<file path="config.mk">
export PLATFORM = sky130hd
export DESIGN_NAME = periodic_timer_bank
export DESIGN_NICKNAME = d
export VERILOG_FILES = /design/src/hw/rtl/ptb_pkg.sv /design/src/hw/rtl/ptb_cell.sv /design/src/hw/rtl/ptb_chain.sv /design/src/hw/rtl/periodic_timer_bank.sv
export VERILOG_INCLUDE_DIRS = /design/src /design/src/hw/rtl
export SDC_FILE = /design/constraint.sdc
export NUM_CORES = 1
export LEC_CHECK = 0
export BUFFER_PORTS_ARGS = -buffer_cell sky130_fd_sc_hd__buf_4
export CAP_MARGIN = 20
export CORE_UTILIZATION = 50
export CTS_BUF_LIST = sky130_fd_sc_hd__clkbuf_16
export DETAILED_ROUTE_END_ITERATION = 8
export PLACE_DENSITY = 0.68
export REMOVE_ABC_BUFFERS = 1
export SLEW_MARGIN = 20
export SYNTH_ARGS = -nofsm -noshare
export SYNTH_HDL_FRONTEND = slang
export SYNTH_HIERARCHICAL = 1
export SYNTH_SLANG_ARGS = --single-unit
</file>
<file path="constraint.sdc">
create_clock -name clk_i -period 9.6 [get_ports clk_i]
set_input_delay 0.96 -clock clk_i [delete_from_list [all_inputs] [get_ports clk_i]]
set_output_delay 0.96 -clock clk_i [all_outputs]
set_load 0.02 [all_outputs]
</file>
<file path="src/hw/rtl/periodic_timer_bank_assert.svh">
// Assertion macros shared by the timer bank RTL.
`ifndef PERIODIC_TIMER_BANK_ASSERT_SVH
`define PERIODIC_TIMER_BANK_ASSERT_SVH

// The expression must hold at every clock edge out of reset.
`define PTB_ASSERT_ALWAYS(label, clk, rst_n, expr) \
  label: assert property (@(posedge clk) disable iff (!rst_n) (expr)) \
    else $error("timer bank invariant violated");

// When the antecedent holds, the consequent must hold in the next cycle.
`define PTB_ASSERT_NEXT(label, clk, rst_n, ante, cons) \
  label: assert property (@(posedge clk) disable iff (!rst_n) (ante) |=> (cons)) \
    else $error("timer bank sequence violated");

`endif

</file>
<file path="src/hw/rtl/ptb_pkg.sv">
package ptb_pkg;

  localparam int unsigned IDX_W      = 2;
  localparam int unsigned TICK_W     = 32;
  localparam int unsigned MODE_W     = 3;
  localparam int unsigned CFG_IDX_W  = 2;
  localparam int unsigned DEF_TIMERS = 4;

  typedef enum logic [MODE_W-1:0] {
    MODE_START   = 3'd0,
    MODE_RESTART = 3'd1,
    MODE_STOP    = 3'd2,
    MODE_ADVANCE = 3'd3,
    MODE_SERVICE = 3'd4
  } mode_e;

  typedef enum logic [1:0] {
    ST_IDLE,
    ST_SCAN,
    ST_FLUSH
  } state_e;

  typedef enum logic [1:0] {
    CELL_HOLD,
    CELL_PUSH,
    CELL_PULL,
    CELL_ROT
  } cell_op_e;

  typedef struct packed {
    cell_op_e         op;
    logic [IDX_W-1:0] key;
  } cell_ctrl_t;

endpackage

</file>
<file path="src/hw/rtl/ptb_cell.sv">
module ptb_cell #(
  parameter int unsigned TIMERS = ptb_pkg::DEF_TIMERS,
  parameter int unsigned POS    = 0,
  parameter int unsigned LenW   = $clog2(TIMERS + 1)
) (
  input  logic                    clk_i,
  input  ptb_pkg::cell_ctrl_t     ctrl_i,
  input  logic [LenW-1:0]         len_i,
  input  logic [ptb_pkg::IDX_W-1:0] prev_id_i,
  input  logic [ptb_pkg::IDX_W-1:0] next_id_i,
  input  logic                    found_i,
  output logic [ptb_pkg::IDX_W-1:0] id_o,
  output logic                    found_o
);
  import ptb_pkg::*;

  logic [IDX_W-1:0] id_q, id_d;
  logic             in_list;
  logic             match;

  assign in_list = LenW'(POS) < len_i;
  assign match   = in_list && (id_q == ctrl_i.key);
  // Once the removed entry has been seen, every later cell takes its right neighbour.
  assign found_o = found_i | match;
  assign id_o    = id_q;

  always_comb begin
    case (ctrl_i.op)
      CELL_PUSH: id_d = prev_id_i;
      CELL_PULL: id_d = found_o ? next_id_i : id_q;
      CELL_ROT:  id_d = next_id_i;
      default:   id_d = id_q;
    endcase
  end

  always_ff @(posedge clk_i) begin
    id_q <= id_d;
  end

endmodule

</file>
<file path="src/hw/rtl/ptb_chain.sv">
module ptb_chain #(
  parameter int unsigned TIMERS = ptb_pkg::DEF_TIMERS,
  parameter int unsigned LenW   = $clog2(TIMERS + 1)
) (
  input  logic                      clk_i,
  input  ptb_pkg::cell_ctrl_t       ctrl_i,
  input  logic [LenW-1:0]           len_i,
  output logic [ptb_pkg::IDX_W-1:0] head_id_o,
  output logic                      found_o
);
  import ptb_pkg::*;

  logic [IDX_W-1:0] ids   [TIMERS];
  logic             found [TIMERS+1];

  assign found[0] = 1'b0;

  for (genvar i = 0; i < TIMERS; i++) begin : g_cell
    logic [IDX_W-1:0] prev_id;
    logic [IDX_W-1:0] next_id;

    if (i == 0) begin : g_first
      assign prev_id = ctrl_i.key;
    end else begin : g_inner
      assign prev_id = ids[i-1];
    end

    // The far end wraps to the head so that a full rotation restores the order.
    if (i == TIMERS - 1) begin : g_last
      assign next_id = ids[0];
    end else begin : g_body
      assign next_id = ids[i+1];
    end

    ptb_cell #(
      .TIMERS (TIMERS),
      .POS    (i),
      .LenW   (LenW)
    ) u_cell (
      .clk_i     (clk_i),
      .ctrl_i    (ctrl_i),
      .len_i     (len_i),
      .prev_id_i (prev_id),
      .next_id_i (next_id),
      .found_i   (found[i]),
      .id_o      (ids[i]),
      .found_o   (found[i+1])
    );
  end

  assign head_id_o = ids[0];
  assign found_o   = found[TIMERS];

endmodule

</file>
<file path="src/hw/rtl/periodic_timer_bank.sv">
// Control, advance and zero-tick service items are accepted back to back.
// A service item with a nonzero tick is accepted, then the scan state visits each chain
// position as the order rotates past the head cell; flush hands over any held result.
// The scan stalls while an earlier result waits in the output register.
// Asynchronous active-low reset stops all timers, clears the tick and the periods.
`include "periodic_timer_bank_assert.svh"

module periodic_timer_bank #(
  parameter int unsigned TIMERS = ptb_pkg::DEF_TIMERS
) (
  input  logic                          clk_i,
  input  logic                          rst_ni,
  input  logic                          cfg_we_i,
  input  logic [ptb_pkg::CFG_IDX_W-1:0] cfg_index_i,
  input  logic [ptb_pkg::TICK_W-1:0]    cfg_wdata_i,
  input  logic                          in_valid_i,
  output logic                          in_ready_o,
  input  logic [ptb_pkg::MODE_W-1:0]    mode_i,
  input  logic [ptb_pkg::IDX_W-1:0]     timer_index_i,
  input  logic [ptb_pkg::TICK_W-1:0]    tick_increment_i,
  output logic                          out_valid_o,
  input  logic                          out_ready_i,
  output logic [ptb_pkg::IDX_W-1:0]     expired_timer_o,
  output logic [ptb_pkg::TICK_W-1:0]    tick_now_o,
  output logic                          last_o
);
  import ptb_pkg::*;

  localparam int unsigned LenW = $clog2(TIMERS + 1);
  localparam int unsigned SelW = (TIMERS > 1) ? $clog2(TIMERS) : 1;

  state_e              state_q, state_d;
  logic [TICK_W-1:0]   tick_q;
  logic [LenW-1:0]     len_q;
  logic [TIMERS-1:0]   active_q;
  logic [TICK_W-1:0]   begin_q  [TIMERS];
  logic [TICK_W-1:0]   period_q [TIMERS];
  logic [SelW-1:0]     scan_q;
  logic                pend_valid_q;
  logic [IDX_W-1:0]    pend_id_q;
  logic                out_valid_q;
  logic [IDX_W-1:0]    out_id_q;
  logic [TICK_W-1:0]   out_tick_q;
  logic                out_last_q;

  cell_ctrl_t          cell_ctrl;
  logic [IDX_W-1:0]    head_id;
  logic [SelW-1:0]     head_sel;
  logic                found;
  logic                accept;
  logic                idx_ok;
  logic [SelW-1:0]     t_sel;
  logic                cfg_ok;
  logic                head_in_list;
  logic [TICK_W-1:0]   elapsed;
  logic                hit;
  logic                out_free;
  logic                advance;
  logic                push;
  logic                push_last;
  logic                scan_end;

  assign accept   = in_valid_i && in_ready_o;
  assign idx_ok   = {1'b0, timer_index_i} < (IDX_W + 1)'(TIMERS);
  assign t_sel    = timer_index_i[SelW-1:0];
  assign cfg_ok   = {1'b0, cfg_index_i} < (CFG_IDX_W + 1)'(TIMERS);
  assign head_sel = head_id[SelW-1:0];
  assign out_free = !out_valid_q || out_ready_i;
  assign scan_end = scan_q == SelW'(TIMERS - 1);

  assign head_in_list = LenW'(scan_q) < len_q;
  assign elapsed      = tick_q - begin_q[head_sel];
  assign hit          = head_in_list && (elapsed >= period_q[head_sel]);

  ptb_chain #(
    .TIMERS (TIMERS),
    .LenW   (LenW)
  ) u_chain (
    .clk_i     (clk_i),
    .ctrl_i    (cell_ctrl),
    .len_i     (len_q),
    .head_id_o (head_id),
    .found_o   (found)
  );

  // Next state.
  always_comb begin
    state_d = state_q;
    case (state_q)
      ST_IDLE: begin
        if (accept && (mode_e'(mode_i) == MODE_SERVICE) && (tick_q != '0)) begin
          state_d = ST_SCAN;
        end
      end
      ST_SCAN: begin
        if (advance && scan_end) begin
          state_d = ST_FLUSH;
        end
      end
      ST_FLUSH: begin
        if (!pend_valid_q || out_free) begin
          state_d = ST_IDLE;
        end
      end
      default: state_d = ST_IDLE;
    endcase
  end

  // Outputs of the state machine.
  always_comb begin
    in_ready_o    = 1'b0;
    advance       = 1'b0;
    push          = 1'b0;
    push_last     = 1'b0;
    cell_ctrl.op  = CELL_HOLD;
    cell_ctrl.key = timer_index_i;
    case (state_q)
      ST_IDLE: begin
        in_ready_o = 1'b1;
        if (accept && idx_ok) begin
          case (mode_e'(mode_i))
            MODE_START, MODE_RESTART: begin
              if (!active_q[t_sel]) begin
                cell_ctrl.op = CELL_PUSH;
              end
            end
            MODE_STOP: cell_ctrl.op = CELL_PULL;
            default:   cell_ctrl.op = CELL_HOLD;
          endcase
        end
      end
      ST_SCAN: begin
        // A second expiry needs room to move the held one out first.
        advance      = !(hit && pend_valid_q && !out_free);
        cell_ctrl.op = advance ? CELL_ROT : CELL_HOLD;
        push         = advance && hit && pend_valid_q;
      end
      ST_FLUSH: begin
        push      = pend_valid_q && out_free;
        push_last = 1'b1;
      end
      default: begin
        in_ready_o = 1'b0;
      end
    endcase
  end

  always_ff @(posedge clk_i or negedge rst_ni) begin
    if (!rst_ni) begin
      state_q      <= ST_IDLE;
      tick_q       <= '0;
      len_q        <= '0;
      active_q     <= '0;
      scan_q       <= '0;
      pend_valid_q <= 1'b0;
      out_valid_q  <= 1'b0;
      for (int i = 0; i < TIMERS; i++) begin
        begin_q[i]  <= '0;
        period_q[i] <= '0;
      end
    end else begin
      state_q <= state_d;

      if (cfg_we_i && cfg_ok) begin
        period_q[cfg_index_i[SelW-1:0]] <= cfg_wdata_i;
      end

      if (state_q == ST_IDLE && accept) begin
        case (mode_e'(mode_i))
          MODE_START, MODE_RESTART: begin
            if (idx_ok) begin
              if (!active_q[t_sel]) begin
                begin_q[t_sel]  <= tick_q;
                active_q[t_sel] <= 1'b1;
                len_q           <= len_q + LenW'(1);
              end else if (mode_e'(mode_i) == MODE_RESTART) begin
                begin_q[t_sel] <= tick_q;
              end
            end
          end
          MODE_STOP: begin
            if (idx_ok && found) begin
              active_q[t_sel] <= 1'b0;
              len_q           <= len_q - LenW'(1);
            end
          end
          MODE_ADVANCE: tick_q <= tick_q + tick_increment_i;
          MODE_SERVICE: begin
            scan_q       <= '0;
            pend_valid_q <= 1'b0;
          end
          default: tick_q <= tick_q;
        endcase
      end

      if (state_q == ST_SCAN && advance) begin
        scan_q <= scan_q + SelW'(1);
        if (hit) begin
          begin_q[head_sel] <= tick_q;
          pend_valid_q      <= 1'b1;
        end
      end

      if (state_q == ST_FLUSH && push) begin
        pend_valid_q <= 1'b0;
      end

      if (push) begin
        out_valid_q <= 1'b1;
      end else if (out_ready_i) begin
        out_valid_q <= 1'b0;
      end
    end
  end

  always_ff @(posedge clk_i) begin
    if (state_q == ST_SCAN && advance && hit) begin
      pend_id_q <= head_id;
    end
    if (push) begin
      out_id_q   <= pend_id_q;
      out_tick_q <= tick_q;
      out_last_q <= push_last;
    end
  end

  assign out_valid_o     = out_valid_q;
  assign expired_timer_o = out_id_q;
  assign tick_now_o      = out_tick_q;
  assign last_o          = out_last_q;

  `PTB_ASSERT_ALWAYS(a_len_matches_active, clk_i, rst_ni, $countones(active_q) == 32'(len_q))
  `PTB_ASSERT_ALWAYS(a_len_in_range, clk_i, rst_ni, len_q <= LenW'(TIMERS))
  `PTB_ASSERT_NEXT(a_tick_frozen_in_pass, clk_i, rst_ni, state_q != ST_IDLE, $stable(tick_q))
  `PTB_ASSERT_NEXT(a_service_starts_scan, clk_i, rst_ni, accept && (mode_i == MODE_SERVICE) && (tick_q != '0), state_q == ST_SCAN)

endmodule

</file>
# Word level (Yosys, flattened, before mapping)
# Cells that the tools add are included.
word_totals:
  regBits: 346
  inputBits: 76
  out_inout_bits: 37
  wordCells: 181
classes:
  n_addsub: 5
  order_cmp: 14
  eq_ne: 23
  n_mux: 62
  bitwise_logic: 9
  n_reduce_logical: 45
ops:
  columns: ["op", "n"]
  rows:
  - ["$mux 128", 6]
  - ["$bwmux 128", 3]
  - ["$mux 32", 7]
  - ["$demux 32 s2", 3]
  - ["$bmux 32 s2", 2]
  - ["$add 32x32->32", 1]
  - ["$ge 32x32->1", 1]
  - ["$reduce_bool 32->1", 1]
  - ["$sub 32x32->32", 1]
  - ["$pmux 2 s3", 5]
  - ["$mux 2", 12]
  - ["$logic_and 1x1->1", 22]
  - ["$ne 2x2->1 const B", 8]
  - ["$mux 1", 13]
  - ["$reduce_and 2->1", 6]
  - ["$ge 3x3->1 const B", 3]
  - ["$lt 3x1->1 const B", 3]
  - ["$not 2->3", 3]
  - ["$eq 2x2->1", 4]
  - ["$eq 2x2->1 const B", 4]
  - ["$mux 4", 2]
  - ["$pmux 2 s2", 2]
  - ["$pmux 4 s2", 1]
  - ["$reduce_bool 2->1", 4]
  - ["30 further kinds", 41]

# Depth between registers and ports, before layout
logic_depth:
  ltp_word: 15
  mapped_depth: 29
  ltp_nobuf: 26

# Modules after synthesis
# Netlist, hierarchy kept.
modules_own_cells:
  columns: ["module", "n_inst", "cells_each", "area_each_um2", "seq_area_each_um2"]
  rows:
  - ["periodic_timer_bank", 1, 1420, 18134.9, 8643.3]
  - ["ptb_cell at u_chain.g_cell[0].u_cell ...", 2, 12, 141.4, 60.1]
  - ["ptb_cell at u_chain.g_cell[1].u_cell", 1, 12, 140.1, 60.1]
  - ["ptb_cell at u_chain.g_cell[3].u_cell", 1, 9, 126.4, 60.1]
  - ["ptb_chain", 1, 1, 3.8, 0.0]

# Least setup slack after synthesis
# OpenSTA, ideal clock, no wires.
synth_timing:
  kind: "flip-flop to flip-flop"
  startpoint: "register u_chain.g_cell[0].u_cell.id_q[0]"
  endpoint: "register out_id_q[0] (netlist: expired_timer_o[0]), enable pin"
  setup_time_ps: 471
  arrival_time_ps: 7495
  t_required_ps: 9129
  path_slack_ps: 1634
  path_stages_with_launch: 25
  path_buffers: 3
  period_less_slack_ps: 7966
  path_cell_list: "edfxtp_1 clkbuf_1 clkbuf_1 buf_1 mux4_2 inv_1 ha_1 a211oi_2 o21bai_1 a21oi_1 nor2b_1 o31a_1 or2_2 o21a_1 nor2_1 xnor2_1 ha_1 nand4_1 nor2_1 o21ai_0 o211ai_1 a41oi_4 o21ai_0 nor2_1 nor3_1"
synth_between:
  elab_chain_cells: 13
  elab_cells_between_ends: 16
  cone_classes: "add/sub: 1; order compare: 1; mux: 7; bitwise: 1; reduce/logical: 6"
synth_rtl:
  columns: ["item", "line_no", "source"]
  rows:
  - ["from (decl)", "ptb_cell.sv:17", "logic [IDX_W-1:0] id_q, id_d;"]
  - ["from (signal assigned)", "ptb_cell.sv:37", "id_q <= id_d;"]
  - ["$not 2->3 (implied by the code) *", "periodic_timer_bank.sv:72, periodic_timer_bank.sv:73", null]
  - ["$bmux 32 s2", "periodic_timer_bank.sv:72", "assign elapsed = tick_q - begin_q[head_sel];"]
  - ["$mux 32 (implied by the code) (2 in a row)", "periodic_timer_bank.sv:72", null]
  - ["$sub 32x32->32", "periodic_timer_bank.sv:72", null]
  - ["$ge 32x32->1 *", "periodic_timer_bank.sv:73", "assign hit = head_in_list && (elapsed >= period_q[head_sel]);"]
  - ["$logic_and 1x1->1 *", "periodic_timer_bank.sv:73", null]
  - ["$logic_and 1x1->1 (2 in a row)", "periodic_timer_bank.sv:134", "advance = !(hit && pend_valid_q && !out_free);"]
  - ["$logic_not 1->1", "periodic_timer_bank.sv:134", null]
  - ["$logic_and 1x1->1 * (2 in a row)", "periodic_timer_bank.sv:136", "push = advance && hit && pend_valid_q;"]
  - ["$pmux 1 s2 *", "periodic_timer_bank.sv:117", "case (state_q)"]
  - ["net push", "periodic_timer_bank.sv:59", "logic push;"]
  - ["to (signal assigned)", "periodic_timer_bank.sv:221", "out_id_q <= pend_id_q;"]
  - ["to (decl)", "periodic_timer_bank.sv:42", "logic [IDX_W-1:0] out_id_q;"]
# The timed path passes the listed nets; every way through them passes the cells marked *. The select of a mux whose other input is x is not followed.
# A chain may end at the register's enable or synchronous reset.

# Worst setup path in the final report
layout_timing:
  startpoint: "register u_chain.g_cell[0].u_cell.id_q[1]"
  endpoint: "register out_tick_q[17] (netlist: tick_now_o[17]), enable pin"
layout_between:
  elab_chain_cells: 13
  elab_cells_between_ends: 16
  cone_classes: "add/sub: 1; order compare: 1; mux: 7; bitwise: 1; reduce/logical: 6"
layout_rtl:
  columns: ["item", "line_no", "source"]
  rows:
  - ["$not 2->3 (implied by the code) *", "periodic_timer_bank.sv:72, periodic_timer_bank.sv:73", null]
  - ["$bmux 32 s2", "periodic_timer_bank.sv:72", null]
  - ["$mux 32 (implied by the code) (2 in a row)", "periodic_timer_bank.sv:72", null]
  - ["$sub 32x32->32", "periodic_timer_bank.sv:72", null]
  - ["$ge 32x32->1 *", "periodic_timer_bank.sv:73", null]
  - ["$logic_and 1x1->1 *", "periodic_timer_bank.sv:73", null]
  - ["$logic_and 1x1->1 (2 in a row)", "periodic_timer_bank.sv:134", null]
  - ["$logic_not 1->1", "periodic_timer_bank.sv:134", null]
  - ["$logic_and 1x1->1 * (2 in a row)", "periodic_timer_bank.sv:136", null]
  - ["$pmux 1 s2 *", "periodic_timer_bank.sv:117", null]
  - ["net push", "periodic_timer_bank.sv:59", null]
  - ["to (signal assigned)", "periodic_timer_bank.sv:222", "out_tick_q <= tick_q;"]
  - ["to (decl)", "periodic_timer_bank.sv:43", "logic [TICK_W-1:0] out_tick_q;"]
# Marks and branches as above.

==> results by group <==
Outcome
  • Status: finished clean

Worst setup path
  • Critical path arrival: 6990 ps
  • CP Launch Type: register
  • Required @ worst endpoint: 9800 ps
  • CP Class: reg -> reg
  • Crit end category: register
  • Crit-path max FO: 55

Logic synthesis
  • Synth Cell Area: 18700 um^2
  • Top cells by area, synth: dfrtp_1 (40%), mux2_2 (16%), mux4_2 (7.8%)
  • Ys Warns: 6
  • Share of Yosys cell area claimed by the top area cell type: 0.403
  • Sequential area share after synthesis: 0.475
  • Post-synth EDFFs: 45
  • Number of synthesized register bits: 346
  • Netlist cell types: 72
  • Main synth FF type: dfrtp_1
  • Synth Instances: 1466
  • Mean area per synthesized cell: 12.7 um^2
  • Post-synth top area cell: dfrtp_1
  • Asr flop ratio synth: 0.870

Global routing
  • First-pass GRT wire length: 69400 um
  • Vias in the first global route: 12800
  • Global Route Usage Sum: 0.229
  • Largest net degree at the start of global routing: 173
  • GRT overflow: 0
  • Antenna violations before repair: 0

Floorplan
  • I/O pin total: 113
  • DIE AREA: 38200 um^2
  • Die Span Y: 195 um
  • Starting density of the core: 0.509
  • Row count: 70
  • Die X-Extent: 195 um
  • Core Region: 36700 um^2

Clocking
  • Clock tree buffer depth: 3
  • Hold-fix buffers, CTS: 0
  • Post-CTS Resized: 0
  • Clock transition at path regs: 60 ps
  • Root Driver: clkbuf_16
  • CTS tree: yes
  • H-tree depth: 2
  • Total CTS buffers: 39
  • Post CTS Setup Buffer Count: 0
  • Clk Latency, worst-skew pair: 530 ps
  • Clk sink count: 346

Cells and area
  • Final net count: 1775
  • Commonest non-fill, non-tap cell in the layout: dfrtp_1
  • Final core occ: 0.581
  • Layout area overhead: 14.1%
  • Antenna diode count: 0
  • Share of cells above drive strength 1: 0.338
  • Commonest non-fill, non-tap cells in the layout: dfrtp_1 (301), mux2_2 (264), buf_4 (136)

Timing
  • Final min period: 6790 ps
  • RSZ-0062 raised after global routing: no
  • Pins Over Slew Limit: 0
  • Fin Clk Skew: 16.5 ps
  • Worst slew pin tran: 1010 ps
  • Fin Setup TNS: 0 ps
  • Max Fclk: 147 MHz
  • Final Worst Setup Slack: 2810 ps
  • Setup violations, final: 0
  • WHS: 478 ps
  • Final hold vios: 0
  • Rel. slew slack: 0.324
  • Final worst-path cycle share: 0.707

Run
  • Max-Cap Viols: 0

Drt
  • Pre-antenna DRT Iters: 4
  • 1st-iter DRT viols: 689
  • DRT Wirelength: 42200 um
  • Vias: 12100
  • Vias per cell: 5.79
  • WL/cell: 20.2 um
  • DRC: 0
  • DRT antenna net count: 0

Place
  • Hpwl dp: 29100 um
  • Pre-CTS setup slack: 2690 ps
  • Port Buf Inserts: 112
  • Routability Congestion: 0.848

Hold path
  • HP Class: reg -> reg
## worst max-delay path, cell delays in order, from the launching register on
cell and delay (ps):
edfxtp_1 980, buf_12 410, mux4_2 360, inv_1 80, ha_1 260, and3_1 190
a31o_2 250, a21oi_1 140, o21ai_2 120, a311oi_2 480, o211ai_1 180, a21oi_1 290
nand3b_1 150, nand2_1 70, xor2_1 140, ha_1 300, nand3_1 100, o21ai_0 400
nand2_1 100, o21ai_0 150, nor2_1 110, nor3_2 790, buf_4 400
## layer usage
layer	global-route usage	part of all wire	vias to the layer above
met5	0	0	-
met4	0.0484	0.017	0
met3	0.0304	0.038	54
met2	0.376	0.48	215
met1	0.328	0.46	6189
li1	-	-	5641
## cell families (layout without fill, tap and decap cells)
logic type                 after synthesis  after routing  synth area share
AOI/OAI and AO/OA                      258            258            0.0949
xor gates and xnor gates                69             69            0.0323
adders and majority gates              103            103            0.0702
buffers and inverters                  142            297            0.0325
DFF                                    346            346             0.475
muxes                                  334            334             0.241
other                                    1              2          0.000201
and+or+nand+nor                        213            213            0.0538
## synthesized netlist by cell type, types with 3 or more instances
cell type and count:
dfrtp_1 301, mux2_2 264, ha_1 100, inv_1 89, nand2_1 81, a21oi_1 73
mux4_2 65, o21ai_0 58, a21o_1 45, edfxtp_1 45, xnor2_1 38, nor2_1 37
xor2_1 31, clkbuf_1 24, nand3_1 19, nor2b_1 14, nor3_1 14, buf_1 12
o21a_1 12, nand4_1 10, o21bai_1 10, nand2b_1 8, nor4_1 8, buf_6 7
and3_1 6, o31ai_1 6, a211oi_1 5, and2_1 5, buf_4 5, o21ai_1 5
a31oi_1 4, o211ai_1 4, a31o_2 3, buf_2 3, fa_1 3, nand3b_1 3
o21ai_2 3, o41ai_2 3, or3_1 3
## flip-flops by register name, summed over array words and instances (netlist names), 3 cells and up, named ones only
name / flops
begin_q: 128
len_q: 3
period_q: 128
tick_now_o: 32
tick_q: 32
u_chain/g_cell.u_cell/id_o: 8
## final timing paths
path                                                       startpoint                            to  slack [ps]  cells past startpoint
max in group asynchronous                                      rst_ni        tick_q[14]$_DFFE_PN0P_        7610                      2
min                                            pend_id_q[0]$_DFFE_PP_  expired_timer_o[0]$_DFFE_PP_         480                      0
max                        u_chain/g_cell[0].u_cell/id_o[1]$_DFFE_PP_      tick_now_o[17]$_DFFE_PP_        2810                     22
max reg2reg                u_chain/g_cell[0].u_cell/id_o[1]$_DFFE_PP_      tick_now_o[17]$_DFFE_PP_        2810                     22
min in group asynchronous                                      rst_ni      period_q[10]$_DFFE_PN0P_         510                      1
min reg2reg                                    pend_id_q[0]$_DFFE_PP_  expired_timer_o[0]$_DFFE_PP_         480                      0
## final cells by class
cell class	instances	area [um^2]
Fill cell	2985	15400
Clock inverter	25	158
Inverter	91	342
Tap cell	468	586
Multi-Input combinational cell	979	9230
Sequential cell	346	8880
Clock buffer	42	1050
Timing Repair Buffer	139	1080
## stage by stage
stage / cell area, um^2 / std cells
after global placement: 20100 / 2023
after detailed placement: 20100 / 2023
after global routing: 21300 / 2090
final: 21300 / 2090
after floorplan: 18400 / 1416
after CTS: 21300 / 2090
Power is not shown: default switching activity piles up to over one toggle a cycle in this logic, so the estimate is an artifact.
